[src/rtl/gshs_pkg.sv]
// Shared types and constants for the Gauss-Seidel heat sweep core.
// No dependencies; imported by every other file of the block except gshs_queue.
package gshs_pkg;

    // Fixed field and register widths
    localparam int ROW_W        = 17;
    localparam int COL_OUT_W    = 10;
    localparam int CFG_IDX_W    = 2;
    localparam int CFG_DATA_W   = 16;
    localparam int WIDTH_REG_W  = 10;
    localparam int HEIGHT_REG_W = 16;

    // Register reset values (interior size)
    localparam int RESET_INTERIOR_W = 1022;
    localparam int RESET_INTERIOR_H = 1022;

    // Depth of the queue between front and back
    localparam int Q_DEPTH = 4;

    // Configuration register indexes
    localparam logic [CFG_IDX_W-1:0] CFG_INTERIOR_WIDTH  = 2'd0;
    localparam logic [CFG_IDX_W-1:0] CFG_INTERIOR_HEIGHT = 2'd1;

    // Classification of one accepted cell, handed from front to back
    typedef struct packed {
        logic             first_row;  // row 0: fill line stores only
        logic             border;     // value passes through from the old row
        logic             last_row;   // also emit the cell itself
        logic             last_col;   // end of a padded row
        logic [ROW_W-1:0] row;
    } t_ctl;

endpackage

[src/rtl/gshs_front.sv]
// Front end: configuration registers, raster counters and cell classification.
// Depends on gshs_pkg; feeds gshs_queue.
module gshs_front #(
    parameter  int MAX_COLS  = 1024,
    parameter  int CELL_BITS = 32,
    localparam int ColW      = $clog2(MAX_COLS)
) (
    input  logic                               i_clk,
    input  logic                               i_rst_n,
    input  logic                               i_cfg_valid,
    output logic                               o_cfg_ready,
    input  logic [gshs_pkg::CFG_IDX_W-1:0]     i_cfg_index,
    input  logic [gshs_pkg::CFG_DATA_W-1:0]    i_cfg_data,
    input  logic                               i_valid,
    output logic                               o_stall,
    input  logic signed [CELL_BITS-1:0]        i_cell_value,
    input  logic                               i_full,
    output logic                               o_push,
    output gshs_pkg::t_ctl                     o_ctl,
    output logic [ColW-1:0]                    o_col,
    output logic [CELL_BITS-1:0]               o_cell
);
    import gshs_pkg::*;

    localparam int MaxInterior  = MAX_COLS - 2;
    localparam int ResetLastCol =
        ((RESET_INTERIOR_W > MaxInterior) ? MaxInterior : RESET_INTERIOR_W) + 1;

    // Index of the last padded column / row, i.e. W-1 and H-1
    logic [ColW-1:0]  r_last_col, n_last_col;
    logic [ROW_W-1:0] r_last_row, n_last_row;
    logic [ColW-1:0]  r_col, n_col;
    logic [ROW_W-1:0] r_row, n_row;
    logic             accept;
    logic             last_col;
    logic             last_row;

    function automatic logic [ColW-1:0] col_limit(input logic [WIDTH_REG_W-1:0] w);
        if (w == '0) begin
            return ColW'(2);
        end else if (int'(w) > MaxInterior) begin
            return ColW'(MaxInterior + 1);
        end
        return ColW'(int'(w) + 1);
    endfunction

    function automatic logic [ROW_W-1:0] row_limit(input logic [HEIGHT_REG_W-1:0] h);
        if (h == '0) begin
            return ROW_W'(2);
        end
        return ROW_W'(h) + ROW_W'(1);
    endfunction

    assign o_cfg_ready = 1'b1;

    always_comb begin
        n_last_col = r_last_col;
        n_last_row = r_last_row;
        if (i_cfg_valid) begin
            case (i_cfg_index)
                CFG_INTERIOR_WIDTH:  n_last_col = col_limit(i_cfg_data[WIDTH_REG_W-1:0]);
                CFG_INTERIOR_HEIGHT: n_last_row = row_limit(i_cfg_data[HEIGHT_REG_W-1:0]);
                default: ;
            endcase
        end
    end

    assign accept   = i_valid && !i_full;
    assign last_col = (r_col >= r_last_col);
    assign last_row = (r_row >= r_last_row);

    // Advance the raster position; wrap at the end of a row and of the grid
    always_comb begin
        n_col = r_col;
        n_row = r_row;
        if (accept) begin
            if (last_col) begin
                n_col = '0;
                n_row = last_row ? '0 : r_row + ROW_W'(1);
            end else begin
                n_col = r_col + ColW'(1);
            end
        end
    end

    always_ff @(posedge i_clk) begin
        if (!i_rst_n) begin
            r_last_col <= ColW'(ResetLastCol);
            r_last_row <= ROW_W'(RESET_INTERIOR_H + 1);
            r_col      <= '0;
            r_row      <= '0;
        end else begin
            r_last_col <= n_last_col;
            r_last_row <= n_last_row;
            r_col      <= n_col;
            r_row      <= n_row;
        end
    end

    assign o_stall         = i_full;
    assign o_push          = accept;
    assign o_col           = r_col;
    assign o_cell          = i_cell_value;
    assign o_ctl.first_row = (r_row == '0);
    assign o_ctl.border    = (r_row == ROW_W'(1)) || (r_col == '0) || last_col;
    assign o_ctl.last_row  = last_row;
    assign o_ctl.last_col  = last_col;
    assign o_ctl.row       = r_row;

endmodule

[config.mk]
export PLATFORM = sky130hd
export DESIGN_NAME = gshs_front
export DESIGN_NICKNAME = d
export VERILOG_FILES = /design/src/rtl/gshs_pkg.sv /design/src/rtl/gshs_front.sv
export SDC_FILE = /design/constraint.sdc
export NUM_CORES = 1
export LEC_CHECK = 0
export BUFFER_PORTS_ARGS = -buffer_cell sky130_fd_sc_hd__buf_4
export CORE_MARGIN = 10
export CORE_UTILIZATION = 50
export DETAILED_ROUTE_END_ITERATION = 8
export MAX_ROUTING_LAYER = met4
export PLACE_DENSITY = 0.75
export SYNTH_ARGS = -nofsm -noshare
export SYNTH_HDL_FRONTEND = slang
export SYNTH_SLANG_ARGS = --single-unit
[constraint.sdc]
create_clock -name i_clk -period 2.85 [get_ports i_clk]
set_input_delay 0.1425 -clock i_clk [delete_from_list [all_inputs] [get_ports i_clk]]
set_output_delay 0.1425 -clock i_clk [all_outputs]
set_load 0.005 [all_outputs]
# Yosys cells after proc, flatten, opt, wreduce, memory -nomap -nowiden
# Index checks and enable logic that the tools add are counted.
# Widths: inputs -> output; s select.
# op_classes
n_eq_ne,2
order_cmp,3
reduce_logical,12
n_mux,14
n_addsub,4
# ops
operator,n
$mux 17,3
$mux 10,4
$add 10x1->10 const B,2
$logic_not 10->1,2
$add 16x1->17 const B,1
$add 17x1->17 const B,1
$eq 17x1->1 const B,1
$ge 17x17->1,1
$logic_not 17->1,1
$logic_not 16->1,1
$ge 10x10->1,1
$gt 10x10->1 const B,1
$mux 1,7
$reduce_and 2->1,3
$eq 2x1->1 const B,1
$logic_not 2->1,1
$logic_or 1x1->1,2
$logic_and 1x1->1,1
$logic_not 1->1,1
# totals
wordCells,39
ff_bits,54
inputBits,55

# Logic depth before layout (Yosys ltp)
# depth
ltp_word,6
ltp_mapped,10

# Worst setup path before layout
# Ideal clock, no wire load.
# synth_path
kind,register -> register
startpoint,reg r_row[0]
endpoint,reg r_row[10]
arrival_ps,2240
required_ps,2776
setup_time_ps,74
path_stages_with_launch,9
period_less_slack_ps,2314
path_buffers,0
setup_slack_ps,536
cell_sequence,dfxtp_1 > inv_1 > ha_1 > nand2b_1 > a21o_1 > a2111oi_4 > o2111ai_2 > or4_1 > o21ai_0
# synth_between
elab_chain_cells,2
elab_cells_between_ends,3
classes_between,add/sub (1); order compare (1); mux (1)
# synth_lines
item,line,rtl
start: declaration,gshs_front.sv:33,"logic [ROW_W-1:0] r_row, n_row;"
start signal: assignment,gshs_front.sv:96,r_row <= n_row;
$add 17x1->17 / $ge 17x17->1 (equally long branches),"gshs_front.sv:79, gshs_front.sv:70",
$mux 17 (*),gshs_front.sv:79,n_row = last_row ? '0 : r_row + ROW_W'(1);
# Every way passes the cells marked *; elsewhere a longest branch is shown, timed or not.
# A chain may end at the register's enable or synchronous reset.

==> results.yml <==
timing:
  fin_crit_sh_pct: 93.22
  skew_ns: 0.004857
  hold_viol: 0
  slew_headroom_pct: 55.82
  fmax_mhz: 376.4
  hold_ws_ns: 0.06201
  finalSetupViolCount: 0
  min_period_ns: 2.657
  worst_slew_pin_slew_ns: 0.6571
  drv_slew: 0
  rsz0062_at_grt: "no"
  setup_tns_ns: 0
logic_synthesis:
  ys.flop_type: "dfxtp_1"
  ys_seq_area_share_pct: 29.33
  ys_types: 57
  synth-seq-cells: 54
  synth_area_leaders: "dfxtp_1 (29%), ha_1 (12%), buf_4 (7.5%)"
  syn_avg_cell_area_um2: 8.302
  yosysWarnings: 0
  yosysTopAreaCell: "dfxtp_1"
  synthesis.area_um2: 3686
  synth-async-reset-ratio_pct: 0
  synth_commonest_cells: "dfxtp_1 (54), inv_1 (40), buf_4 (37)"
  synth_cells: 444
  syn-num-nets: 534
  yosysTopAreaCellShare_pct: 29.33
  yosysMostFrequentCell: "dfxtp_1"
  synth_edf_count: 0
floorplan:
  row_count: 31
  core_um2: 7214
  dieHeight_um: 105.9
  dieArea_um2: 11210
  die_w_um: 105.9
  pin_count: 121
  start_util_pct: 51.09
setup_path:
  critical_path_class: "register to output port"
  start_kind: "register"
  reg2reg_depth: 8
  r2r_slack_ns: 0.30
  worstReg2RegStart: "r_row[0]$_SDFFE_PN0P_"
  required_ns: 2.71
  worstPathMaxFanout: 8
  cp-end-kind: "output port"
  reg2reg_to: "r_row[8]$_SDFFE_PN0P_"
  cp_data_arrival_time_ns: 2.51
power:
  vdd_ir_drop_max_mv: 0.1591
  power.leakage_uw: 0.001876
  p_per_area_nw_per_um2: 335.0
  finalPower_uw: 1355
global_routing:
  grt_pass1_wl_um: 14850
  met3_usage_pct: 2.923
  grt_usage_pct: 15.99
  grt_max_degree: 32
  grt_pass1_vias: 3085
  grt_remaining_overflow: 0
  busiest_layer: "met2"
  grtUsageMet1_pct: 20.90
  met2_usage_pct: 24.12
  antenna_found_initial: 0
drt:
  wirelength_um: 8895
  dr.pass1.iters: 5
  wire_per_inst_um: 15.69
  drt_iter0_drc: 199
  dr_total_vias: 3210
  drc: 0
  via_per_inst: 5.661
  antenna_left: 0
clock_network:
  htree_levels: 2
  clock-sinks: 54
  cts_tree: "yes"
  worstSkewPairLatency_ns: 0.30
  cts_buffers: 5
  cts_hold_buf: 0
  cts_setup_buffers: 0
  clockBufferDepth: 2
  root_buffer: "clkbuf_8"
  path_clk_slew_ns: 0.09
final_layout:
  seqCellArea_um2: 1081
  multi_input_area_um2: 2131
  syn_to_final_growth_pct: 9.742
  fill_cells: 699
  diodes: 0
  fin_nets: 558
  drive_gt1_share_pct: 17.52
  postLayoutCoreUtil_pct: 56.07
min_path:
  min_path_cells: 2
  hold_end: "r_last_row[0]$_SDFFE_PN1P_"
  min_from: "i_cfg_data[0]"
  hp-class: "input pin to register"
job:
  maxCapViolCount: 0
placement:
  dp_hpwl_um: 7020
  port_buffers: 55
  gp_congestion: 0.8651
status:
  status: "complete, no violations"
==> cell usage in the layout (no fill, tap or decap), types with 5 or more instances in the layout <==
cell type  netlist  layout
a21oi_1         14      14
a221o_1          6       6
and2_1           5       5
and3_1          12      12
buf_4           37      64
clkbuf_8         1       5
dfxtp_1         54      54
ha_1            35      35
inv_1           40      40
nand2_1         33      33
nand2b_1        11      11
nand3_1         24      24
nand4_1          8       8
nor2_1          24      24
nor3_1           6       6
nor4_1          13      13
o21ai_0         15      14
o221ai_1         6       6
o22ai_1          6       6
xnor2_1          6       6
xor2_1          19      19
==> critical path, stage by stage, from the launching register on <==
cell,delay [ns]
dfxtp_1,0.45
inv_1,0.09
ha_1,0.29
nand2b_1,0.14
a21o_1,0.20
a2111oi_4,0.42
o211a_1,0.40
inv_1,0.08
buf_4,0.14
==> registers in the layout, indices dropped and copies added, names as in the netlist <==
signal,flops
o_col,10
r_last_col,10
r_row,17
r_last_row,17
==> cell families after synthesis <==
family / synth area share, %
muxes: 0.2716
other: 0.1017
buffers and inverters: 12.97
xor gates and xnor gates: 5.940
and+or+nand+nor: 21.25
adders and majority gates: 11.88
AOI/OAI and AO/OA: 18.26
DFF: 29.33
==> where the power goes <==
| part | switching (uW) | internal, uW |
|---|---|---|
| clock network | 236 | 166 |
| logic | 94.2 | 75.9 |
| registers | 10.1 | 773 |
==> through the flow <==
step / worst slack, ns / area, um^2 / std cells
after CTS: 0.2116 / 4041 / 567
final: 0.1932 / 4045 / 567
after global placement: 0.3848 / 3963 / 560
after floorplan: 0.5358 / 3686 / 444
after detailed placement: 0.2337 / 3963 / 560
after global routing: 0.05598 / 4045 / 567
==> per-layer routing <==
metal | vias to the layer above | share of wire, % | routed length [um]
li1 | 1597 | - | -
met1 | 1458 | 47 | 4172
met2 | 140 | 45 | 3981
met3 | 15 | 6.9 | 617
met4 | 0 | 1.4 | 123
met5 | - | 0 | 0
==> worst max path at each step <==
| stage | from | endpoint | cells past startpoint |
|---|---|---|---|
| after global routing | r_row[0]$_SDFFE_PN0P_ | o_ctl[18] | 8 |
| after global placement | r_row[0]$_SDFFE_PN0P_ | r_row[6]$_SDFFE_PN0P_ | 8 |
| after floorplan | r_row[0]$_SDFFE_PN0P_ | r_row[10]$_SDFFE_PN0P_ | 8 |
| after detailed placement | o_col[0]$_SDFFE_PN0P_ | o_col[3]$_SDFFE_PN0P_ | 8 |
| after CTS | r_row[0]$_SDFFE_PN0P_ | o_ctl[18] | 8 |
| final | r_row[0]$_SDFFE_PN0P_ | o_ctl[18] | 8 |
==> timing repair <==
| action | 4_1_cts | 5_1_grt |
|---|---|---|
| resized for setup | 0 | 1 |
| endpoints found under the hold margin | 0 | 0 |
| setup endpoints to repair | 0 | 1 |
==> area by class of cell <==
class	instances	share of cell area, %
Sequential cell	54	26.72
Tap cell	99	3.062
Timing Repair Buffer	64	11.88
Inverter	40	3.712
Clock inverter	2	0.2474
Clock buffer	5	1.701
Multi-Input combinational cell	303	52.68
Note: power is estimated with default switching activity, not from simulation.
