## src/rtl/gshs_queue.sv

```systemverilog
// Small FIFO that decouples the front classifier from the back sweep unit.
// Depends on no package; width and depth come from the instantiating level.
module gshs_queue #(
    parameter int WIDTH = 8,
    parameter int DEPTH = 4
) (
    input  logic             i_clk,
    input  logic             i_rst_n,
    input  logic             i_push,
    input  logic [WIDTH-1:0] i_data,
    output logic             o_full,
    input  logic             i_pop,
    output logic             o_valid,
    output logic [WIDTH-1:0] o_data
);
    localparam int PtrW = (DEPTH > 1) ? $clog2(DEPTH) : 1;
    localparam int CntW = $clog2(DEPTH + 1);

    logic [WIDTH-1:0] r_mem [DEPTH];
    logic [PtrW-1:0]  r_wr_ptr, n_wr_ptr;
    logic [PtrW-1:0]  r_rd_ptr, n_rd_ptr;
    logic [CntW-1:0]  r_count, n_count;

    function automatic logic [PtrW-1:0] ptr_inc(input logic [PtrW-1:0] p);
        if (p == PtrW'(DEPTH - 1)) begin
            return '0;
        end
        return p + PtrW'(1);
    endfunction

    always_comb begin
        n_wr_ptr = i_push ? ptr_inc(r_wr_ptr) : r_wr_ptr;
        n_rd_ptr = i_pop ? ptr_inc(r_rd_ptr) : r_rd_ptr;
        n_count  = r_count;
        if (i_push && !i_pop) begin
            n_count = r_count + CntW'(1);
        end else if (!i_push && i_pop) begin
            n_count = r_count - CntW'(1);
        end
    end

    always_ff @(posedge i_clk) begin
        if (!i_rst_n) begin
            r_wr_ptr <= '0;
            r_rd_ptr <= '0;
            r_count  <= '0;
        end else begin
            r_wr_ptr <= n_wr_ptr;
            r_rd_ptr <= n_rd_ptr;
            r_count  <= n_count;
        end
    end

    always_ff @(posedge i_clk) begin
        if (i_push) begin
            r_mem[r_wr_ptr] <= i_data;
        end
    end

    assign o_full  = (r_count == CntW'(DEPTH));
    assign o_valid = (r_count != '0);
    assign o_data  = r_mem[r_rd_ptr];

endmodule

```

## config.mk

```make
export PLATFORM = sky130hd
export DESIGN_NAME = gshs_queue
export DESIGN_NICKNAME = d
export VERILOG_FILES = /design/src/rtl/gshs_queue.sv
export SDC_FILE = /design/constraint.sdc
export NUM_CORES = 1
export LEC_CHECK = 0
export BUFFER_PORTS_ARGS = -buffer_cell sky130_fd_sc_hd__buf_2
export CORE_ASPECT_RATIO = 0.8
export CORE_UTILIZATION = 50
export CTS_CLUSTER_SIZE = 28
export DETAILED_ROUTE_END_ITERATION = 7
export PLACE_DENSITY = 0.85
export SLEW_MARGIN = 20
export SYNTH_ARGS = -nofsm -noshare
export SYNTH_HDL_FRONTEND = slang
export SYNTH_SLANG_ARGS = --single-unit
```

## constraint.sdc

```tcl
create_clock -name i_clk -period 1.7 [get_ports i_clk]
set_clock_uncertainty 0.2 [all_clocks]
set_input_delay 0.085 -clock i_clk [delete_from_list [all_inputs] [get_ports i_clk]]
set_output_delay 0.085 -clock i_clk [all_outputs]
set_load 0.02 [all_outputs]
```

# Yosys cells after proc, flatten, opt, wreduce, memory -nomap -nowiden
# Memory sizes are Yosys's and may differ from the RTL's. A register that Yosys moved wholly into a read port is not among the register bits.
# Index checks and enable logic that the tools add are counted.
[word_totals] register_bits=7 ram_bits=32 in_bits=12 output_inout_bits=10 word_cells=29 n_memories=1
[classes] n_addsub=4 n_eq_ne=3 n_mux=12 reduce_logical=6
[memory_table] name="r_mem" depth=4 width=8 read_ports=1 rd_ports_with_merged_regs=1 write_ports=1 line="19" text="logic [WIDTH-1:0] r_mem [DEPTH];"
[ops] cell="$mux W2" n=6
[ops] cell="$mux W3" n=2
[ops] cell="$add A2 B1 Y2 const B" n=2
[ops] cell="$eq A2 B2 Y1 const B" n=2
[ops] cell="$mux W1" n=4
[ops] cell="$add A3 B1 Y3 const B" n=1
[ops] cell="$eq A3 B3 Y1 const B" n=1
[ops] cell="$reduce_bool A3 Y1" n=1
[ops] cell="$sub A3 B1 Y3 const B" n=1
[ops] cell="$logic_and A1 B1 Y1" n=2
[ops] cell="$logic_not A1 Y1" n=2
[ops] cell="$reduce_bool A2 Y1" n=1

# Logic depth before layout (Yosys ltp)
# Gate-level depths: netlist (run 1).
[depth] ltp_word=5 depth_mapped=7 ltp_nobuf=7

# Worst setup path before layout (run 1)
# OpenSTA, ideal clock, no wires.
[synth_timing] path_kind="register to register" startpoint="register r_count[0]" endpoint="register r_count[2]" setup_time_ns=0.070 arrival_time_ns=1.320 required_ns=1.430 slack_ns=0.110 path_stages_with_launch=5 path_buffers=0 synth_period_minus_slack_ns=1.590 path_cell_list="dfxtp_1 fa_1 xor2_1 or3_1 a21boi_1"
[synth_between] elab_chain_cells=3 word_cells_on_any_way=4 cone_classes="add/sub: 2; mux: 2"
[synth_rtl] element="start: declaration" line="22" text="logic [CntW-1:0] r_count, n_count;"
[synth_rtl] element="start signal: assignment" line="50" text="r_count <= n_count;"
[synth_rtl] element="$sub A3 B1 Y3" line="38" text="n_count = r_count - CntW'(1);"
[synth_rtl] element="$mux W3" line="37" text="end else if (!i_push && i_pop) begin"
[synth_rtl] element="$mux W3 *" line="35" text="if (i_push && !i_pop) begin"
# Every way passes the cells marked *; elsewhere a longest branch is shown, timed or not. The select of a mux whose other input is x is not followed.
# A chain may end at the register's enable or synchronous reset.

==> results of run 1 <==
-- cells by family after synthesis --
family / after synthesis / synth area share [%]
simple gates: 15 / 5.65
compound gates: 3 / 1.24
mux: 12 / 13.6
buf+inv: 6 / 1.93
fa+ha+maj: 7 / 5.88
flops: 41 / 70.6
xor+xnor: 2 / 1.08
-- state kept, by name, indices dropped and copies added (netlist names), named ones only --
name and flops:
r_wr_ptr 2, r_count 3, r_rd_ptr 2, r_mem 32
-- layout make-up --
class	instances	area share, %
flip-flops and latches	41	55.2
well taps	40	2.42
clock inverters	3	1.99
multi-input cells	39	21.7
inverters	4	0.725
clock buffers	5	3.32
repair buffers	36	14.6
-- power by group --
part / total, mW / switching [mW] / internal, mW
Clock: 0.750 / 0.318 / 0.432
Combinational: 0.343 / 0.164 / 0.179
Sequential: 1.18 / 0.0388 / 1.14
-- timing repair --
action	4_1_cts	5_1_grt
pin swaps	1	0
buffers inserted	0	0
hold buffers	9	0
endpoints found under the setup margin	9	9
endpoints found under the hold margin	41	0
gates resized for setup	20	0
-- tightest hold or removal path, stage by stage --
cell and delay [ns]:
buf_2 0.10, buf_4 0.13, mux2i_1 0.07, nor2b_1 0.10
-- cell usage after synthesis --
library cell,count,share of area (%)
a21boi_1,1,0.46
and2_1,5,1.9
buf_6,1,0.70
clkbuf_2,1,0.31
dfxtp_1,9,11
edfxtp_1,32,59
fa_1,1,1.2
ha_1,6,4.6
inv_1,4,0.93
mux2i_1,4,2.5
mux4_2,8,11
nor2_1,1,0.23
nor2b_1,5,1.9
nor3_1,1,0.31
nor3b_1,1,0.46
o21a_1,1,0.46
o21ai_0,1,0.31
or3_1,2,0.77
xnor2_1,1,0.54
xor2_1,1,0.54
-- routing by layer --
layer | wire, um | global-route usage (%)
met5 | 0 | 0
met3 | 128 | 7.11
met4 | 93 | 12.3
met2 | 1500 | 32.5
met1 | 1050 | 19.4
-- metrics by stage --
| stage | std cells | hold slack, ns |
|---|---|---|
| finish | 168 | 0.0402 |
| detailed placement | 151 | 0.101 |
| global placement | 151 | 0.0950 |
| CTS | 168 | 0.0121 |
| floorplan | 86 | -0.0161 |
| global route | 168 | 0.0676 |
-- worst min path at each step --
stage	start	slack, ns	end
6_report	i_push	0.04	r_wr_ptr[1]$_SDFFE_PN0P_
5_1_grt	i_pop	0.07	register
4_1_cts	i_pop	0.01	register
3_5_place_dp	i_data[1]	0.10	r_mem[3][1]$_DFFE_PP_
3_3_place_gp	i_data[2]	0.09	r_mem[1][2]$_DFFE_PP_
2_1_floorplan	i_data[0]	-0.02	r_mem[0][0]$_DFFE_PP_
==> flow_results.org, run 1 <==
** Drt
- The first routing iteration left 31 violations.
- In the routed design, unresolved DRC markers number 0.
- Dividing the detail-routed wire length by the instance count gives 16.5 um.
- Pre-Repair DR Iteration Count :: 4
- For this block, the via count after detailed routing is 871.
- The final layout contains routed wiring with a total length of 2770 um.
- Using the TritonRoute via totals, the vias-per-cell ratio works out to approximately 5.2.
- Post-route antenna net violation count :: 0

** Clock network
- H-tree lvl count :: 2
- For this design, the sink count on the clock tree is 41.
- Clock-pin slew was measured on the worst setup and hold paths at around 0.080 ns.
- For the worst-skew pair, the clock arrives at the later sink with an insertion delay of around 0.29 ns.
- The clock passes through at most 2 buffers.
- TritonCTS built the clock tree.
- The number of clock buffers added by TritonCTS is 5.
- Clock root buffer master :: clkbuf_8

** Final layout
- Layout Utilization :: between 60% and 70%
- The top cell types in the final layout, fill and taps aside, are 32 x edfxtp_1, 13 x buf_2, 9 x dlygate4sd3_1.
- Area taken by multi-input logic gates :: 450 um2
- Fill cells in the final layout number 205.
- Most common cell after layout, fill and taps aside :: edfxtp_1
- 0 antenna diodes ended up in the layout.
- Relative to the synthesized area, the layout overhead comes to 28.2%.
- Registers take around 0.0011 mm2.
- Once layout is done, the placed cells without fillers occupy 0.00207 mm2.
- The post-route netlist has 35.9% of its cells at a drive strength greater than 1.
- For this run, the post-layout net count is 146.

** Placed design
- Port buffering added 21 buffers.
- Placed Instance Area :: 0.00181 mm2
- HPWL after DPL :: 1840 um
- Timing analysis after detailed placement gives a worst setup slack of -0.108 ns.
- Placer's final routability congestion estimate :: 0.692

** Timing
- Based on the critical path, the design can be clocked at up to 573 MHz.
- In the finished design, the share of the clock period the worst path needs comes to 103%.
- At the pin with the least slew margin, the transition time is 0.437 ns.
- The number of endpoints with negative hold slack in the final report is 0.
- The routed design could run at a clock period as short as 1.75 ns.
- The count of pins over their slew limit is 0.
- Relative slew margins :: 70.9%
- Final total negative setup slack :: -0.236 ns
- Setup violations remaining at the end of the flow were counted as 8.
- Setup repair after global routing could not meet its margin everywhere.
- Final Worst Setup Slack :: -0.0465 ns

** Power
- Static leakage :: 0.775 nW
- The worst-case IR drop observed on VDD is 689 uV.
- Summing internal, switching and leakage power gives roughly 2.3 mW.
- Power spread over the standard cell area amounts to 1100 mW/mm2.

** Hold path
- In this run the worst hold path is classified as in -> reg.
- Counting instances, the worst hold path has a depth of 4.

** Critical path
- By startpoint and endpoint, the worst setup path is classified as reg -> out.
- Cell count of the worst reg-to-reg path :: 4
- The critical path runs through a total of 3 cells.
- Worst reg2reg setup slack :: about 0.04 ns
- Grouping stages by cell kind, the critical path spends the most delay in multiplexers.
- The largest single stage delay on the critical path is 0.52 ns.
- Critical Path Start Type :: register
- The worst register-to-register path ends at r_count[2]$_SDFFE_PN0P_.
- The worst setup path is captured at an output pin.
- Launch instance of the worst register-to-register path :: r_count[0]$_SDFFE_PN0P_
- Crit-path cells :: buf_12, mux4_2, buf_6
- Sum of buffers and inverters on the critical path :: 2
- In this run the worst path has a maximum fanout of 8.
- At the worst endpoint, the arrival time is 1.46 ns.
- End of the critical path :: o_data[0]
- The largest individual stage delay along the critical path comes from the cell mux4_2.
- Critical path data required time :: around 1.4 ns

** Job
- The tool flagged a number of max-cap violations equal to 0.

** Logic synthesis
- Netlist area before placement :: 0.00162 mm2
- Net count after synthesis :: around 110
- Synthesis handed over a netlist of 86 instances.
- The synthesized netlist contains 20 unique library cells.
- Avg Cell Area, Syn :: 18.8 um2
- For this run, the register share of the synthesized area comes to between 70% and 80%.
- Number of synthesis warnings :: 0
- Seq cells post-synth :: 41

** Floorplanning
- The region available for standard cell placement spans 0.00309 mm2.
- Initial Util :: 52.4%
- The floorplan has 18 rows.
- IO Count :: 22
- Die extent in x :: 65.6 um
- Die area :: 0.00347 mm2
- Measured along the y axis, the die boundary spans 52.9 um.

** GRT
- In the global route stage, overall resource usage came out at between 10% and 20%.
- Number of antenna violations at the first check in global routing :: 0
- Global-route wire length before repair :: 4240 um
- The via count of the first global-routing pass was between 900 and 1000.
- Overflow left after global routing :: 0
- Largest net degree at the start of global routing :: 14

** Run status
- The final reports fail on setup timing.
- The run finished, with violations left.
No activity file was read; power rests on OpenSTA's default activity.
==> run 2: changes to the inputs <==
Settings changed: REMOVE_ABC_BUFFERS set to 1.
==> flow_results.org, run 2 (synthesized netlist as in run 1, its figures left out) <==
** GRT
- Overflow left after global routing :: 0 (unchanged)
- Number of antenna violations at the first check in global routing :: 0 (unchanged)
- Global-route wire length before repair :: 4400 um (+3.8%)
- The via count of the first global-routing pass is 926 (+1.4%).
- GRT Resource Usage Total :: 18.8% (-0.048 points)
- The pin count of the biggest net entering global routing was 14 (unchanged).

** Critical path
- The logic depth of the worst register-to-register path came to 4 (unchanged).
- For this design, the slowest cell found on the critical path is mux4_2.
- The data arrival time of the critical path was 1.45 ns (about the same).
- Critical path data required time :: 1.41 ns (about the same)
- The maximum net fanout on the critical path is 8 (unchanged).
- Setup crit end kind :: output pin
- The delay of the slowest cell on the worst path came to 0.53 ns (about the same).
- Critical Path Start Type :: register
- The worst setup path is of the reg -> out kind.
- Walking the worst path, the cells encountered are buf_12, mux4_2, buf_6.

** Floorplanning
- The cell row count came to 18 (unchanged).
- The number of top-level pins was 22 (unchanged).
- The placeable core area came to 0.00309 mm2 (unchanged).
- The die height is 52.9 um (unchanged).
- The area of the die came to 0.00347 mm2 (unchanged).
- The floorplan die width came to 65.6 um (unchanged).
- Initial Util :: 52.4% (unchanged)

** Power
- The total power draw came to 2.28 mW (+0.30%).
- The highest ir drop seen on vdd was 721 uV (+4.7%).
- Power per unit of standard cell area :: 1080 mW/mm2 (-1.2%)
- Static leakage :: 0.795 nW (+2.6%)

** Clock network
- The root buffer cell chosen for the clock tree is clkbuf_8.
- The number of buffers inserted during clock tree synthesis was 5 (unchanged).
- The clock-pin slew reported for the worst setup and hold paths after clock tree synthesis is 0.08 ns (about the same).
- H-tree lvl count :: 2 (unchanged)
- TritonCTS built the clock tree.
- The clock insertion delay at the later pin of the skew report is 0.28 ns (about the same).
- The sink count of the clock tree is 41 (unchanged).
- The maximum clock path buffer count was 2 (unchanged).

** Drt
- The routed wire length came to 2740 um (-1.3%).
- The total length of routed met2 wires is 1450 um (-3.5%).
- Routed met1 length :: 1110 um (+6.0%)
- Post-route antenna net violation count :: 0 (unchanged)
- Ratio of routed vias to standard cells :: 5.10 (-1.5%)
- After detailed routing, no signal wire sits above met4.
- The number of detailed-route iterations in the first pass came to 4 (unchanged).
- The iteration-0 DRC count of the detailed router came to 39 (+26%).
- Metal3 WL :: 111 um (-13%)
- The post-detailed-route DRC marker count was 0 (unchanged).
- Total number of vias :: 878 (+0.80%)
- The final routed wire length divided by cell count was 15.9 um (-3.6%).

** Timing
- Final total negative setup slack :: -0.129 ns (+0.106 ns)
- Shortest period the worst path allows :: 1.74 ns (-0.00781 ns)
- Final Worst Setup Slack :: -0.0387 ns (+0.00781 ns)
- Max Transition Viols Final :: 0 (unchanged)
- The maximum clock frequency came to 575 MHz (+0.45%).
- Fin Hold WS :: 0.0275 ns (-0.0127 ns)
- The number of endpoints with negative hold slack in the final report was 0 (unchanged).
- The transition time at the pin with the least slew margin was 0.455 ns (+0.0177 ns).
- The headroom to the max-slew limit was 69.7% (-1.2 points).
- Share of the clock period used by the worst path after layout :: 102% (-0.46 points)
- Unrepaired setup endpoints after global routing :: yes
- The final setup violation count is 9 (+1).

** Placed design
- The cell count after placement is 151 (unchanged).
- The pre-CTS worst setup slack is -0.0724 ns (+0.0361 ns).
- The final weighted congestion in routability-driven placement came to 0.761 (+9.9%).
- The number of input and output port buffers inserted was 21 (unchanged).

** Final layout
- The fraction of layout instances using a drive strength above 1 is 34.8% (-1.1 points).
- Most common cell after layout, fill and taps aside :: edfxtp_1
- Fillers :: 207 (+0.98%)
- Flip-flop count of the largest register, all copies and words added :: 32 (unchanged)
- Relative to the synthesized area, the layout overhead comes to 30.1%.
- The largest registers in the layout are r_mem (32), r_count (3).
- Sequential cell area :: 0.00115 mm2 (+0.22%)
- Largest reg by FF count :: r_mem
- Most frequent cells in the layout :: 32 x edfxtp_1, 13 x buf_2, 11 x dlygate4sd3_1
- The footprint of the multi-input gates came to 444 um2 (-1.4%).
- The number of nets in the layout came to 150 (+2.7%).
- Diode count :: 0 (unchanged)
- The final cell count without fillers came to 172 (+2.4%).

** Hold path
- The worst hold path belongs to the class in -> reg.
- The instance count along the most critical hold path was 4 (unchanged).

** Run status
- Violated checks :: setup timing
- Result of the run :: complete, but fails checks

** Job
- The total of max-cap violations came to 0 (unchanged).
-- run 2: cell types whose count changed in the layout (fill, tap and decap cells not counted) --
| cell | delta |
|---|---|
| a21boi_2 | -1 |
| fa_2 | -1 |
| fa_1 | +1 |
| a21boi_1 | +1 |
| buf_4 | +2 |
| dlygate4sd3_1 | +2 |
| dfxtp_2 | -1 |
| dfxtp_4 | +1 |
-- run 2: layer usage --
layer  track usage (%)  up-vias
met2              30.6       22
met3              7.97        7
met5                 0        -
met4              7.61        0
met1              22.1      435
li1                  -      414
-- run 2: worst max-delay path, delay by kind of cell, from the launching register on --
kind                   cells  cell delay [ns]
flip-flops                 1             0.34
multiplexers               1             0.53
buffers and inverters      2             0.29
-- run 2: stage by stage --
stage | util [%] | cell area, um2
2_1_floorplan | - | 1600
3_3_place_gp | 58.8 | 1810
3_5_place_dp | 58.8 | 1810
4_1_cts | 67.6 | 2080
5_1_grt | 68.2 | 2100
6_report | 68.2 | 2100
-- run 2: layout make-up --
class,count,share of cell area (%)
Tap cell,40,2.38
Clock buffer,5,3.27
Clock inverter,3,1.96
Timing Repair Buffer,40,16.1
Multi-Input combinational cell,39,21.1
Sequential cell,41,54.5
Inverter,4,0.714
-- run 2: path summary, 6_finish.rpt --
check	to	slack, ns	from
min reg2reg	r_count[2]$_SDFFE_PN0P_	0.33	r_count[2]$_SDFFE_PN0P_
max	o_data[2]	-0.04	register
max reg2reg	r_count[2]$_SDFFE_PN0P_	-0.01	r_count[0]$_SDFFE_PN0P_
min	r_wr_ptr[1]$_SDFFE_PN0P_	0.03	i_push
-- run 2: report_power, final --
part           switching (mW)  total (mW)  internal, mW
sequential             0.0357        1.18          1.14
clock                   0.318       0.750         0.432
combinational           0.164       0.353         0.189
total                   0.518        2.28          1.76
-- run 2: what timing repair did --
item	CTS	global route
endpoints found under the hold margin	41	2
pin swaps	0	1
hold buffers	11	1
resized for setup	17	2
endpoints found under the setup margin	8	11
setup buffers	0	2
